<file path="src/rtl/aip_pkg.sv">
package aip_pkg;

   // Configuration register indexes.
   localparam logic CSR_NUMBER_BASE   = 1'b0;
   localparam logic CSR_UNSIGNED_MODE = 1'b1;

   // Digit value that marks a character which is no digit in any base.
   localparam logic [5:0] NO_DIGIT = 6'h3F;

   // Largest legal radix.
   localparam logic [5:0] MAX_BASE = 6'd36;

   // Scan phases of the back end.
   typedef enum logic [2:0] {
      PH_WS,
      PH_ZERO,
      PH_AFTERX,
      PH_DIGITS,
      PH_DONE,
      PH_BAD,
      PH_FIRST
   } phase_type;

   // Result status codes.
   typedef enum logic [1:0] {
      ST_OK,
      ST_NO_DIGITS,
      ST_CLAMPED,
      ST_BAD_BASE
   } status_type;

   // Input word.
   typedef struct packed {
      logic [7:0] char_code;
      logic       string_end;
   } req_word_type;

   // Result word.
   typedef struct packed {
      logic [31:0] parsed_value;
      logic [12:0] stop_position;
      status_type  status;
   } rsp_word_type;

   // Classified character, as queued between front and back.
   typedef struct packed {
      logic [5:0] digit_val;
      logic       is_space;
      logic       is_minus;
      logic       is_plus;
      logic       is_zero;
      logic       is_x;
      logic       last;
   } char_class_type;

   // Scan summary handed from the scanner to the result stage.
   typedef struct packed {
      logic [31:0] acc;
      logic [12:0] stop;
      logic        overflow;
      logic        negative;
      logic        digit_seen;
      logic        bad_base;
      logic        unsigned_mode;
   } final_type;

endpackage

</file>
<file path="src/rtl/aip_front.sv">
module aip_front (
   input  logic                    clock,
   input  logic                    reset,
   input  logic                    req_valid,
   output logic                    req_ready,
   input  aip_pkg::req_word_type   req_word,
   output logic                    q_valid,
   output aip_pkg::char_class_type q_word,
   input  logic                    q_pop
);

   localparam logic [7:0] CH_ZERO  = 8'h30;
   localparam logic [7:0] CH_MINUS = 8'h2D;
   localparam logic [7:0] CH_PLUS  = 8'h2B;
   localparam logic [7:0] CH_LOW_X = 8'h78;
   localparam logic [7:0] CH_UP_X  = 8'h58;
   localparam logic [7:0] CH_SPACE = 8'h20;

   aip_pkg::char_class_type cls;
   aip_pkg::char_class_type q_ff [2];
   logic                    wr_ptr_ff, wr_ptr_in;
   logic                    rd_ptr_ff, rd_ptr_in;
   logic [1:0]              count_ff, count_in;
   logic                    push;
   logic [7:0]              c;

   // Classify the incoming character.
   always_comb begin
      c = req_word.char_code;
      cls = '0;
      if (c inside {[8'h30:8'h39]}) begin
         cls.digit_val = 6'(c - 8'd48);
      end else if (c inside {[8'h61:8'h7A]}) begin
         cls.digit_val = 6'(c - 8'd87);
      end else if (c inside {[8'h41:8'h5A]}) begin
         cls.digit_val = 6'(c - 8'd55);
      end else begin
         cls.digit_val = aip_pkg::NO_DIGIT;
      end
      cls.is_space = (c == CH_SPACE) || (c inside {[8'd9:8'd13]});
      cls.is_minus = (c == CH_MINUS);
      cls.is_plus  = (c == CH_PLUS);
      cls.is_zero  = (c == CH_ZERO);
      cls.is_x     = (c == CH_LOW_X) || (c == CH_UP_X);
      cls.last     = req_word.string_end;
   end

   // Two-entry queue toward the scanner.
   assign req_ready = (count_ff != 2'd2);
   assign push      = req_valid && req_ready;
   assign q_valid   = (count_ff != 2'd0);
   assign q_word    = q_ff[rd_ptr_ff];

   always_comb begin
      wr_ptr_in = push  ? ~wr_ptr_ff : wr_ptr_ff;
      rd_ptr_in = q_pop ? ~rd_ptr_ff : rd_ptr_ff;
      case ({push, q_pop})
         2'b10:   count_in = count_ff + 2'd1;
         2'b01:   count_in = count_ff - 2'd1;
         default: count_in = count_ff;
      endcase
   end

   always_ff @(posedge clock) begin
      if (reset) begin
         wr_ptr_ff <= 1'b0;
         rd_ptr_ff <= 1'b0;
         count_ff  <= 2'd0;
      end else begin
         wr_ptr_ff <= wr_ptr_in;
         rd_ptr_ff <= rd_ptr_in;
         count_ff  <= count_in;
      end
   end

   always_ff @(posedge clock) begin
      if (push) begin
         q_ff[wr_ptr_ff] <= cls;
      end
   end

endmodule

</file>
<file path="src/rtl/aip_back.sv">
module aip_back #(
   parameter int MAX_STRING_LEN = 4096
) (
   input  logic                    clock,
   input  logic                    reset,
   input  logic                    q_valid,
   input  aip_pkg::char_class_type q_word,
   output logic                    q_pop,
   input  logic [5:0]              number_base,
   input  logic                    unsigned_mode,
   input  logic                    fin_ready,
   output logic                    fin_valid,
   output aip_pkg::final_type      fin_word
);

   localparam int IDX_W = $clog2(MAX_STRING_LEN + 1);

   aip_pkg::phase_type phase_ff, phase_in, phase_eff, phase_n;
   logic [31:0]        acc_ff, acc_in, acc_n;
   logic [5:0]         base_ff, base_in, base_eff, base_n;
   logic               neg_ff, neg_in, neg_n;
   logic               dig_ff, dig_in, dig_n;
   logic               ovf_ff, ovf_in, ovf_n;
   logic [IDX_W-1:0]   idx_ff, idx_in, idx_n;
   logic [IDX_W-1:0]   stop_ff, stop_in, stop_n, stop_last;
   logic               first;
   logic               first_path;
   logic               want_digit;
   logic [37:0]        mult;
   logic [37:0]        sum;

   // A last word waits until the result stage has room.
   assign q_pop     = q_valid && (!q_word.last || fin_ready);
   assign fin_valid = q_pop && q_word.last;

   // The radix is sampled at the first character of a string.
   assign first     = (idx_ff == '0);
   assign base_eff  = first ? number_base : base_ff;
   assign phase_eff = (first && ((number_base == 6'd1) || (number_base > aip_pkg::MAX_BASE)))
                      ? aip_pkg::PH_BAD : phase_ff;

   // One multiply-add per digit.
   assign mult = acc_ff * base_n;
   assign sum  = mult + 38'(q_word.digit_val);

   // Scan step for the word at the head of the queue.
   always_comb begin
      phase_n    = phase_eff;
      base_n     = base_eff;
      acc_n      = acc_ff;
      neg_n      = neg_ff;
      dig_n      = dig_ff;
      ovf_n      = ovf_ff;
      stop_n     = stop_ff;
      first_path = 1'b0;
      want_digit = 1'b0;

      case (phase_eff)
         aip_pkg::PH_WS: begin
            if (q_word.is_space) begin
               phase_n = aip_pkg::PH_WS;
            end else if (q_word.is_minus) begin
               neg_n   = 1'b1;
               phase_n = aip_pkg::PH_FIRST;
            end else if (q_word.is_plus) begin
               phase_n = aip_pkg::PH_FIRST;
            end else begin
               first_path = 1'b1;
            end
         end
         aip_pkg::PH_FIRST: begin
            first_path = 1'b1;
         end
         aip_pkg::PH_ZERO: begin
            if (q_word.is_x) begin
               base_n  = 6'd16;
               phase_n = aip_pkg::PH_AFTERX;
            end else begin
               if (base_eff == 6'd0) begin
                  base_n = 6'd8;
               end
               dig_n      = 1'b1;
               want_digit = 1'b1;
            end
         end
         aip_pkg::PH_AFTERX, aip_pkg::PH_DIGITS: begin
            want_digit = 1'b1;
         end
         default: begin
            phase_n = phase_eff;
         end
      endcase

      // First significant character: a zero may open a prefix.
      if (first_path) begin
         if (q_word.is_zero && ((base_eff == 6'd0) || (base_eff == 6'd16))) begin
            phase_n = aip_pkg::PH_ZERO;
         end else begin
            if (base_eff == 6'd0) begin
               base_n = 6'd10;
            end
            want_digit = 1'b1;
         end
      end

      // Accumulate a digit, or stop on a character that is none.
      if (want_digit) begin
         if ((base_n < 6'd2) || (q_word.digit_val >= base_n)) begin
            stop_n  = idx_ff;
            phase_n = aip_pkg::PH_DONE;
         end else begin
            dig_n = 1'b1;
            if (sum[37:32] == 6'd0) begin
               acc_n = sum[31:0];
            end else begin
               ovf_n = 1'b1;
            end
            phase_n = aip_pkg::PH_DIGITS;
         end
      end

      idx_n = (idx_ff < IDX_W'(MAX_STRING_LEN)) ? idx_ff + IDX_W'(1) : idx_ff;
   end

   // Summary for the result stage on the last word.
   always_comb begin
      stop_last = ((phase_n != aip_pkg::PH_DONE) && (phase_n != aip_pkg::PH_BAD))
                  ? idx_n : stop_n;
      fin_word.acc           = acc_n;
      fin_word.stop          = 13'(stop_last);
      fin_word.overflow      = ovf_n;
      fin_word.negative      = neg_n;
      fin_word.digit_seen    = dig_n || (phase_n == aip_pkg::PH_ZERO);
      fin_word.bad_base      = (phase_n == aip_pkg::PH_BAD);
      fin_word.unsigned_mode = unsigned_mode;
   end

   // Next state: advance on a pop, clear after the last word.
   always_comb begin
      phase_in = phase_ff;
      acc_in   = acc_ff;
      base_in  = base_ff;
      neg_in   = neg_ff;
      dig_in   = dig_ff;
      ovf_in   = ovf_ff;
      idx_in   = idx_ff;
      stop_in  = stop_ff;
      if (q_pop) begin
         if (q_word.last) begin
            phase_in = aip_pkg::PH_WS;
            acc_in   = '0;
            base_in  = '0;
            neg_in   = 1'b0;
            dig_in   = 1'b0;
            ovf_in   = 1'b0;
            idx_in   = '0;
            stop_in  = '0;
         end else begin
            phase_in = phase_n;
            acc_in   = acc_n;
            base_in  = base_n;
            neg_in   = neg_n;
            dig_in   = dig_n;
            ovf_in   = ovf_n;
            idx_in   = idx_n;
            stop_in  = stop_n;
         end
      end
   end

   always_ff @(posedge clock) begin
      if (reset) begin
         phase_ff <= aip_pkg::PH_WS;
         acc_ff   <= '0;
         base_ff  <= '0;
         neg_ff   <= 1'b0;
         dig_ff   <= 1'b0;
         ovf_ff   <= 1'b0;
         idx_ff   <= '0;
         stop_ff  <= '0;
      end else begin
         phase_ff <= phase_in;
         acc_ff   <= acc_in;
         base_ff  <= base_in;
         neg_ff   <= neg_in;
         dig_ff   <= dig_in;
         ovf_ff   <= ovf_in;
         idx_ff   <= idx_in;
         stop_ff  <= stop_in;
      end
   end

endmodule

</file>
<file path="src/rtl/aip_final.sv">
module aip_final (
   input  logic                  clock,
   input  logic                  reset,
   input  logic                  fin_valid,
   input  aip_pkg::final_type    fin_word,
   output logic                  fin_ready,
   output logic                  rsp_valid,
   input  logic                  rsp_ready,
   output aip_pkg::rsp_word_type rsp_word
);

   aip_pkg::final_type    hold_ff;
   logic                  hold_valid_ff, hold_valid_in;
   aip_pkg::rsp_word_type rsp_ff, rsp_in;
   logic                  rsp_valid_ff, rsp_valid_in;
   logic                  move;

   // The held summary moves on when the output register is free.
   assign move      = hold_valid_ff && (!rsp_valid_ff || rsp_ready);
   assign fin_ready = !hold_valid_ff || move;
   assign rsp_valid = rsp_valid_ff;
   assign rsp_word  = rsp_ff;

   // Clamp, negate and pick the status.
   always_comb begin
      rsp_in.parsed_value  = 32'd0;
      rsp_in.stop_position = 13'd0;
      rsp_in.status        = aip_pkg::ST_OK;
      if (hold_ff.bad_base) begin
         rsp_in.status = aip_pkg::ST_BAD_BASE;
      end else if (!hold_ff.digit_seen) begin
         rsp_in.status = aip_pkg::ST_NO_DIGITS;
      end else begin
         rsp_in.stop_position = hold_ff.stop;
         rsp_in.parsed_value  = hold_ff.acc;
         if (hold_ff.unsigned_mode) begin
            if (hold_ff.overflow) begin
               rsp_in.parsed_value = 32'hFFFF_FFFF;
               rsp_in.status       = aip_pkg::ST_CLAMPED;
            end else if (hold_ff.negative) begin
               rsp_in.parsed_value = 32'd0 - hold_ff.acc;
            end
         end else if (hold_ff.negative) begin
            if (hold_ff.overflow || (hold_ff.acc > 32'h8000_0000)) begin
               rsp_in.parsed_value = 32'h8000_0000;
               rsp_in.status       = aip_pkg::ST_CLAMPED;
            end else begin
               rsp_in.parsed_value = 32'd0 - hold_ff.acc;
            end
         end else if (hold_ff.overflow || (hold_ff.acc > 32'h7FFF_FFFF)) begin
            rsp_in.parsed_value = 32'h7FFF_FFFF;
            rsp_in.status       = aip_pkg::ST_CLAMPED;
         end
      end
   end

   always_comb begin
      hold_valid_in = fin_valid ? 1'b1 : (move ? 1'b0 : hold_valid_ff);
      rsp_valid_in  = move ? 1'b1 : (rsp_ready ? 1'b0 : rsp_valid_ff);
   end

   always_ff @(posedge clock) begin
      if (reset) begin
         hold_valid_ff <= 1'b0;
         rsp_valid_ff  <= 1'b0;
      end else begin
         hold_valid_ff <= hold_valid_in;
         rsp_valid_ff  <= rsp_valid_in;
      end
   end

   always_ff @(posedge clock) begin
      if (fin_valid) begin
         hold_ff <= fin_word;
      end
      if (move) begin
         rsp_ff <= rsp_in;
      end
   end

endmodule

</file>
<file path="src/rtl/ascii_integer_parser.sv">
// Streaming string-to-integer converter in the manner of strtol and strtoul with a 32-bit
// long. One character word enters per cycle while the character queue has room and the
// result stage takes each last word, and one result word leaves for each word marked
// string_end; that rate is set by the scanner, which performs one 32-by-6 multiply-add
// and overflow check per character. After its last character is accepted, a result
// passes through the two-entry character queue, whose head the scanner works on, the held
// scan summary, on which the clamp stage works, and the output register.
// The radix register is sampled at the first character of each string and the unsigned
// register at its last; the user must write both only while the block is idle, which the
// block itself does not enforce. Positions saturate at MAX_STRING_LEN.
module ascii_integer_parser #(
   parameter int MAX_STRING_LEN = 4096
) (
   input  logic                  clock,
   input  logic                  reset,
   input  logic                  req_valid,
   output logic                  req_ready,
   input  aip_pkg::req_word_type req_word,
   output logic                  rsp_valid,
   input  logic                  rsp_ready,
   output aip_pkg::rsp_word_type rsp_word,
   input  logic                  csr_we,
   input  logic                  csr_index,
   input  logic [5:0]            csr_wdata
);

   logic [5:0]              number_base_ff;
   logic                    unsigned_mode_ff;
   logic                    q_valid;
   logic                    q_pop;
   aip_pkg::char_class_type q_word;
   logic                    fin_valid;
   logic                    fin_ready;
   aip_pkg::final_type      fin_word;

   // Configuration registers.
   always_ff @(posedge clock) begin
      if (reset) begin
         number_base_ff   <= 6'd10;
         unsigned_mode_ff <= 1'b0;
      end else if (csr_we) begin
         case (csr_index)
            aip_pkg::CSR_NUMBER_BASE:   number_base_ff   <= csr_wdata;
            aip_pkg::CSR_UNSIGNED_MODE: unsigned_mode_ff <= csr_wdata[0];
            default:                    number_base_ff   <= number_base_ff;
         endcase
      end
   end

   aip_front u_front (
      .clock     (clock),
      .reset     (reset),
      .req_valid (req_valid),
      .req_ready (req_ready),
      .req_word  (req_word),
      .q_valid   (q_valid),
      .q_word    (q_word),
      .q_pop     (q_pop)
   );

   aip_back #(
      .MAX_STRING_LEN (MAX_STRING_LEN)
   ) u_back (
      .clock         (clock),
      .reset         (reset),
      .q_valid       (q_valid),
      .q_word        (q_word),
      .q_pop         (q_pop),
      .number_base   (number_base_ff),
      .unsigned_mode (unsigned_mode_ff),
      .fin_ready     (fin_ready),
      .fin_valid     (fin_valid),
      .fin_word      (fin_word)
   );

   aip_final u_final (
      .clock     (clock),
      .reset     (reset),
      .fin_valid (fin_valid),
      .fin_word  (fin_word),
      .fin_ready (fin_ready),
      .rsp_valid (rsp_valid),
      .rsp_ready (rsp_ready),
      .rsp_word  (rsp_word)
   );

endmodule

</file>
<file path="config.mk">
export PLATFORM = sky130hd
export DESIGN_NAME = ascii_integer_parser
export DESIGN_NICKNAME = d
export VERILOG_FILES = /design/src/rtl/aip_pkg.sv /design/src/rtl/aip_front.sv /design/src/rtl/aip_back.sv /design/src/rtl/aip_final.sv /design/src/rtl/ascii_integer_parser.sv
export SDC_FILE = /design/constraint.sdc
export NUM_CORES = 1
export LEC_CHECK = 0
export BUFFER_PORTS_ARGS = -buffer_cell sky130_fd_sc_hd__buf_2
export CAP_MARGIN = 20
export CORE_ASPECT_RATIO = 1.5
export CORE_MARGIN = 2
export CORE_UTILIZATION = 57
export CTS_BUF_LIST = sky130_fd_sc_hd__clkbuf_16
export DETAILED_ROUTE_END_ITERATION = 16
export PLACE_DENSITY = 0.77
export SYNTH_ARGS = -nofsm -noshare
export SYNTH_HDL_FRONTEND = slang
export SYNTH_SLANG_ARGS = --single-unit
</file>
<file path="constraint.sdc">
create_clock -name clock -period 6.87 [get_ports clock]
set_input_delay 0.687 -clock clock [delete_from_list [all_inputs] [get_ports clock]]
set_output_delay 0.687 -clock clock [all_outputs]
set_load 0.005 [all_outputs]
</file>
==> results of run 1 <==
## what timing repair did
| action | in CTS | in global routing |
|---|---|---|
| endpoints found under the setup margin | 40 | 64 |
| gates resized for setup | 61 | 123 |
| pin swaps | 16 | 59 |
| cloned | 3 | 7 |
| hold buffers | 0 | 0 |
| setup buffers | 5 | 13 |
## cell families (layout without fill, tap and decap cells)
group           count (synthesis)  after routing
simple gates                  664            664
compound gates                395            395
fa+ha+maj                     226            226
flops                         205            205
buf+inv                       178            374
xor+xnor                       65             65
mux                            59             59
## power by group
part | switching, uW | internal (uW) | total, uW | leakage (uW)
registers | 123 | 1590 | 1710 | 0.00181
logic | 1240 | 790 | 2030 | 0.00684
clock network | 494 | 638 | 1130 | 0.000341
total | 1860 | 3020 | 4870 | 0.00899
## worst register-to-register path, cell delays in order, from the launching register on
cell,delay [ns]
dfxtp_2,0.32
or3_4,0.38
or4_4,0.42
mux2i_2,0.17
nand3_2,0.14
buf_6,0.17
o21a_4,0.14
bufbuf_16,0.31
nor2b_2,0.13
fa_1,0.46
fa_1,0.58
fa_1,0.46
ha_4,0.24
ha_4,0.29
nand4_1,0.28
buf_4,0.25
a2111oi_4,0.27
a22oi_2,0.12
o21ai_2,0.22
a31oi_4,0.07
xnor2_2,0.19
nor4_4,0.29
and3_4,0.37
clkbuf_16,0.21
mux2_4,0.30
## how the worst min path moves through the flow
stage,end,start,cells past startpoint,slack [ns]
finish,u_front.q_ff[1][0]$_DFFE_PP_,req_word[0],1,0.38
global route,u_front.q_ff[1][0]$_DFFE_PP_,req_word[0],1,0.38
CTS,u_front.q_ff[1][0]$_DFFE_PP_,req_word[0],1,0.37
detailed placement,u_back.stop_ff[4]$_SDFFE_PP0P_,u_back.stop_ff[4]$_SDFFE_PP0P_,2,0.48
global placement,u_back.phase_ff[1]$_SDFFE_PP0P_,u_back.phase_ff[1]$_SDFFE_PP0P_,2,0.47
floorplan,u_final.hold_ff[0]$_DFFE_PP_,unsigned_mode_ff$_SDFFE_PP0P_,0,0.41
## cell usage after synthesis (21+ instances only)
cell type,instances,area (um2)
clkbuf_1,70,262.8
nand3_1,32,160.2
nor3_1,35,175.2
inv_1,75,281.5
a22oi_1,21,157.7
ha_1,102,1276
and3_1,26,162.7
dfxtp_1,84,1682
xor2_1,30,262.8
o21ai_0,86,430.4
xnor2_1,33,289.0
a31oi_1,35,219.0
fa_1,124,2482
nor2b_1,48,300.3
mux2i_1,22,220.2
nor2_1,111,416.7
nand2_1,124,465.5
and2_1,168,1051
nor3b_1,26,195.2
mux2_1,28,315.3
a21oi_1,115,575.6
edfxtp_1,121,3633
## final cells by class
type	count	share of cell area [%]
tap	395	2.367
clock buffer	21	2.517
timing repair buffer	260	9.774
inverter	76	1.366
multi-input combinational	1409	57.81
sequential	205	25.47
clock inverter	17	0.6952
## flip-flops by register name (all words and copies together), names as in the netlist, 2 cells and up, named ones only
name	flops
u_front.q_ff	24
u_final.rsp_word	47
number_base_ff	6
u_final.hold_ff	50
u_back.stop_ff	13
u_back.idx_ff	13
u_back.acc_ff	32
u_back.base_ff	6
u_back.phase_ff	3
u_front.count_ff	2
## per-layer routing
layer / vias to the layer above / track usage [%]
li1: 6738 / -
met1: 7292 / 33.63
met2: 590 / 54.48
met3: 195 / 2.956
met4: 0 / 19.54
met5: - / 0
## per-stage QoR
stage               power, uW  std cells  hold slack [ns]
finish                   4875       2383           0.3751
global route             5119       2383           0.3773
CTS                      4706       2362           0.3657
detailed placement       3489       2316           0.4836
global placement         3440       2316           0.4662
floorplan                2885       1792           0.4081
## cell usage in the layout (no fill, tap or decap), types with 26 or more instances in the layout
master and instances:
edfxtp_1 121, dfxtp_1 82, and2_1 164, a21oi_1 105, clkbuf_16 26, nand3_1 28, a31oi_1 33, inv_1 72
fa_1 124, buf_2 69, o21ai_0 82, nor3b_1 26, xnor2_1 31, nor3_1 32, nor2_1 106, nand2_1 118
ha_1 75, buf_4 166, xor2_1 30, nor2b_1 34, mux2_4 28
==> metrics.md, run 1 <==
| Metric | Value |
|---|---|
| Drt wl/cell | `21.00 um` |
| Worst Hold Class | `in -> reg` |
| Delay-heaviest family, CP | `adder cells` |
| CP max stage cell | `fa_1` |
| Measured slew at the worst slew-check pin | `1.091 ns` |
| Area occupied by registers | `5318 um2` |
| GP Congestion | `1.018` |
| Fmax | `142.2 MHz` |
| R2R cell count | `24` |
| Hold Vio Cnt, Final | `0` |
| Initial antenna violation count | `1` |
| Fin util | `70.59%` |
| Crit path DAT | `7.28 ns` |
| Leak | `0.008992 uW` |
| Via density | `6.217` |
| CP max FO | `13` |
| DRT iter0 DRCs | `1,126` |
| P&R area growth vs syn | `21.39%` |
| H-tree depth | `1` |
| Buf+Inv Stages, Crit Path | `4` |
| Total GRT Usage | `30.08%` |
| Drt pass-1 iters | `5` |
| CTS Buffer Depth | `3` |
| Worst Setup Path Type | `reg -> reg` |
| # rows | `77` |
| Fin crit share | `102.4%` |
| # port buffers | `69` |
| Post-synth ARST share | `0%` |
| Post-synth EDFFs | `121` |
| Worst R2R Setup Slack | `-0.16 ns` |
| Die height | `216.8 um` |
| Post-synthesis mux area share | `3.703%` |
| Synth Instances | `1,792` |
| Crit-path cells | `or3_4 > or4_4 > mux2i_2 > nand3_2 > buf_6 > o21a_4 > bufbuf_16 > nor2b_2 > fa_1 > fa_1 > fa_1 > ha_4 > ha_4 > nand4_1 > buf_4 > a2111oi_4 > a22oi_2 > o21ai_2 > a31oi_4 > xnor2_2 > nor4_4 > and3_4 > clkbuf_16 > mux2_4` |
| First-pass GRT wire length | `76,810 um` |
| Initial Util | `58.15%` |
| Grt ovf | `0` |
| # setup viols final | `32` |
| Relative slew slack | `26.70%` |
| FF+latch count, synth | `205` |
| I/O Pins | `70` |
| Core Area | `29,580 um2` |
| Pwr Density | `233.5 nW/um2` |
| Pre-CTS setup slack | `-0.2049 ns` |
| Combinational family with the most area after synthesis | `adder cells` |
| Fraction of layout cells with a size suffix above 1 | `24.35%` |
| Num CTS Buffers | `21` |
| Post-Synth Simple-Gate Area | `21.03%` |
| Crit path required time | `7.12 ns` |
| YS warnings | `0` |
| Die X | `145.8 um` |
| Min cycle time layout | `7.033 ns` |
| Setup_tns | `-4.178 ns` |
| Mapped Area | `17,200 um2` |
| Post-DP Area | `18,880 um2` |
| Worst clock skew | `0.02209 ns` |
| Critical path origin | `u_back.base_ff[5]$_SDFFE_PP0P_` |
| ANT cells | `0` |
| Reg clk slew, reported paths | `0.07 ns` |
| DR WL met2 | `25,750 um` |
| Most common cell type on the critical path | `fa_1` |
| Footprint of the multi-input gates | `12,070 um2` |
| Clk sinks | `205` |
| Synth Area in XOR/XNOR | `3.397%` |
| CP Capture Type | `flip-flop` |
| Outcome | `finished, violations left` |
| Post-route cell area | `20,880 um2` |
| WL met1 | `17,970 um` |
| RSZ-0062 raised after global routing | `yes` |
| Crit path launch type | `flip-flop` |
| TritonCTS clock tree | `yes` |
| Max layer used | `met4` |
| Fillers | `2,179` |
| Full die area | `31,610 um2` |
| Syn Area/Cell | `9.598 um2` |
| Largest net degree at the start of global routing | `52` |
| Syn Nets | `2,039` |
| Post-DP HPWL | `34,690 um` |
| Met3 WL | `2669 um` |
| Clock root buffer | `clkbuf_16` |
| Final WS setup | `-0.1634 ns` |
| Crit path to | `u_final.hold_ff[30]$_DFFE_PP_` |
| Worst VDD drop | `0.0002954 V` |
| Post-synthesis sequential area ratio | `30.90%` |
| Vias | `14,815` |
| Critical path depth | `24` |
| DRT Wirelength | `50,040 um` |
| CP peak stage delay | `0.58 ns` |
| Failing checks | `negative setup slack` |
| FF-to-FF End | `u_final.hold_ff[30]$_DFFE_PP_` |
| Predominant post-synthesis flop cell | `edfxtp_1` |
| Synth Area in Compound Gates | `14.91%` |
| Synth Area in Adders | `21.85%` |
| Remaining DRCs | `0` |
| Max cap viols | `0` |
| Synth unique cells | `84` |
| Vias in the first global route | `14,956` |
| Clk Latency, worst-skew pair | `0.52 ns` |
| Fin nets | `2,220` |
| Post-detailed-route count of antenna-violating nets | `0` |
| Final Slew Violations | `0` |
| Crit Reg-Reg Startpoint | `u_back.base_ff[5]$_SDFFE_PP0P_` |
(Power assumes the default switching activity.)
==> run 2, diff against run 1 <==
--- a/config.mk
+++ b/config.mk
@@ -8,7 +8,6 @@
 export BUFFER_PORTS_ARGS = -buffer_cell sky130_fd_sc_hd__buf_2
 export CAP_MARGIN = 20
 export CORE_ASPECT_RATIO = 1.5
-export CORE_MARGIN = 2
 export CORE_UTILIZATION = 57
 export CTS_BUF_LIST = sky130_fd_sc_hd__clkbuf_16
 export DETAILED_ROUTE_END_ITERATION = 16
==> run 2 against run 1 <==
The flow still finishes with violations (negative setup slack); clock power is essentially flat; die area shrank 2.3%; flip-flop and latch count did not move; critical path depth grew 2.
==> metrics.md, run 2 (synthesis results as in run 1) <==
| Metric | Value |
|---|---|
| TritonCTS clock tree | `yes` |
| CTS Buffer Depth | `3` |
| Hold Path Stages | `1` |
| Post-route insts no fill | `2,392` |
| Total GRT Usage | `31.59%` |
| I/O Pins | `70` |
| Worst Hold Class | `in -> reg` |
| Pwr Density | `234.5 nW/um2` |
| Most common cell after layout, fill and taps aside | `buf_4` |
| Hold Vio Cnt, Final | `0` |
| # setup viols final | `31` |
| Dpl cells | `2,324` |
| Post-route cell area | `20,750 um2` |
| Fin crit share | `101.5%` |
| Failing checks | `negative setup slack` |
| First-pass GRT wire length | `76,220 um` |
| CP max stage cell | `fa_1` |
| R2R cell count | `26` |
| Setup_tns | `-1.903 ns` |
| Min cycle time layout | `6.973 ns` |
| Clock root buffer | `clkbuf_16` |
| Remaining DRCs | `0` |
| DRT Wirelength | `48,890 um` |
| Origin of the worst min-delay path | `req_word[0]` |
| Worst clock skew | `0.01903 ns` |
| CP peak stage delay | `0.55 ns` |
| Reg clk slew, reported paths | `0.06 ns` |
| DRT iter0 DRCs | `1,038` |
| CP Capture Type | `flip-flop` |
| Largest net degree at the start of global routing | `52` |
| Worst Setup Path Type | `reg -> reg` |
| Via density | `6.157` |
| Crit path DAT | `7.23 ns` |
| Hold Path End | `u_front.q_ff[0][0]$_DFFE_PP_` |
| Crit path required time | `7.13 ns` |
| Worst R2R Setup Slack | `-0.10 ns` |
| Final Slew Violations | `0` |
| Fraction of layout cells with a size suffix above 1 | `23.23%` |
| H-tree depth | `1` |
| Clk sinks | `205` |
| Drt pass-1 iters | `7` |
| Outcome | `finished, violations left` |
| CP max FO | `15` |
| Post-detailed-route count of antenna-violating nets | `0` |
| Post-DP HPWL | `35,130 um` |
| RSZ-0062 raised after global routing | `yes` |
| Vias in the first global route | `15,156` |
| Core Area | `29,580 um2` |
| # port buffers | `69` |
| Die X | `143.8 um` |
| GP Congestion | `1.036` |
| Grt ovf | `0` |
| Largest register FFs | `50` |
| Initial antenna violation count | `0` |
| P&R area growth vs syn | `20.63%` |
| Most frequent cells in the layout | `buf_4 (170), and2_1 (165), fa_1 (123)` |
| Fin util | `70.15%` |
| Crit path launch type | `flip-flop` |
| Post-DP Area | `19,010 um2` |
| Worst VDD drop | `0.0003288 V` |
| FF-to-FF End | `u_final.hold_ff[33]$_DFFE_PP_` |
| Drt wl/cell | `20.44 um` |
| # rows | `77` |
| Die height | `214.8 um` |
| Largest reg by FF count | `u_final.hold_ff` |
| Relative slew slack | `37.23%` |
| Final hold slack | `0.3630 ns` |
| Leak | `0.009077 uW` |
| Measured slew at the worst slew-check pin | `0.9380 ns` |
| Clk Latency, worst-skew pair | `0.52 ns` |
| Initial Util | `58.15%` |
| Max cap viols | `0` |
| Fin nets | `2,229` |
| ANT cells | `0` |
| Fmax | `143.4 MHz` |
| Num CTS Buffers | `21` |
| Full die area | `30,890 um2` |
| Crit Reg-Reg Startpoint | `u_back.base_ff[5]$_SDFFE_PP0P_` |
| Final WS setup | `-0.1030 ns` |
| Vias | `14,727` |
-- run 2: metrics by stage --
stage | total power [uW] | setup WS (ns)
after floorplan | 2885 | 0.02536
final | 4866 | -0.1030
after CTS | 4769 | -0.03103
after detailed placement | 3504 | -0.1966
after global routing | 5103 | -0.2777
after global placement | 3455 | -0.1689
-- run 2: how the worst max path moves through the flow --
stage,depth (start not counted),slack [ns],start,end
after floorplan,31,0.03,u_back.idx_ff[0]$_SDFFE_PP0P_,u_final.hold_ff[34]$_DFFE_PP_
after global placement,28,-0.17,u_back.idx_ff[0]$_SDFFE_PP0P_,u_final.hold_ff[19]$_DFFE_PP_
after detailed placement,28,-0.20,u_back.idx_ff[1]$_SDFFE_PP0P_,u_final.hold_ff[26]$_DFFE_PP_
after CTS,27,-0.03,u_back.base_ff[1]$_SDFFE_PP0P_,u_final.hold_ff[43]$_DFFE_PP_
after global routing,27,-0.28,u_back.base_ff[5]$_SDFFE_PP0P_,u_final.hold_ff[32]$_DFFE_PP_
final,26,-0.10,u_back.base_ff[5]$_SDFFE_PP0P_,u_final.hold_ff[33]$_DFFE_PP_
-- run 2: power by group --
group / switching, uW / total (uW) / internal, uW
Sequential: 118 / 1710 / 1590
Clock: 499 / 1140 / 642
Combinational: 1230 / 2020 / 786
-- run 2: timing repair --
action / 4_1_cts / 5_1_grt
endpoints found under the hold margin: 0 / 0
pin swaps: 16 / 42
gates resized for setup: 55 / 102
hold buffers: 0 / 0
gates cloned: 3 / 6
setup buffers: 13 / 8
setup endpoints to repair: 49 / 59
-- run 2: metal layers --
layer	GRT usage [%]	vias up	part of all wire (%)
met5	0	-	0
met1	32.96	7191	34
li1	-	6754	-
met4	23.16	0	8.1
met3	3.476	205	4.6
met2	57.34	577	53
-- run 2: worst max-delay path, delay by kind of cell, from the launching register on --
family	cells	cell delay (ns)
flip-flops	1	0.32
buffers and inverters	5	0.82
multiplexers	2	0.49
AND/OR/NAND/NOR	9	2.13
AO/OA/AOI/OAI	5	0.77
adder cells (fa/ha/maj)	5	2.17
-- run 2: layout make-up --
class / instances / area [um2]
multi-input cells: 1409 / 11830
fillers: 2149 / 8828
flip-flops and latches: 205 / 5319
repair buffers: 269 / 2137
clock buffers: 21 / 525.5
well taps: 395 / 494.2
inverters: 76 / 285.3
clock inverters: 17 / 157.7
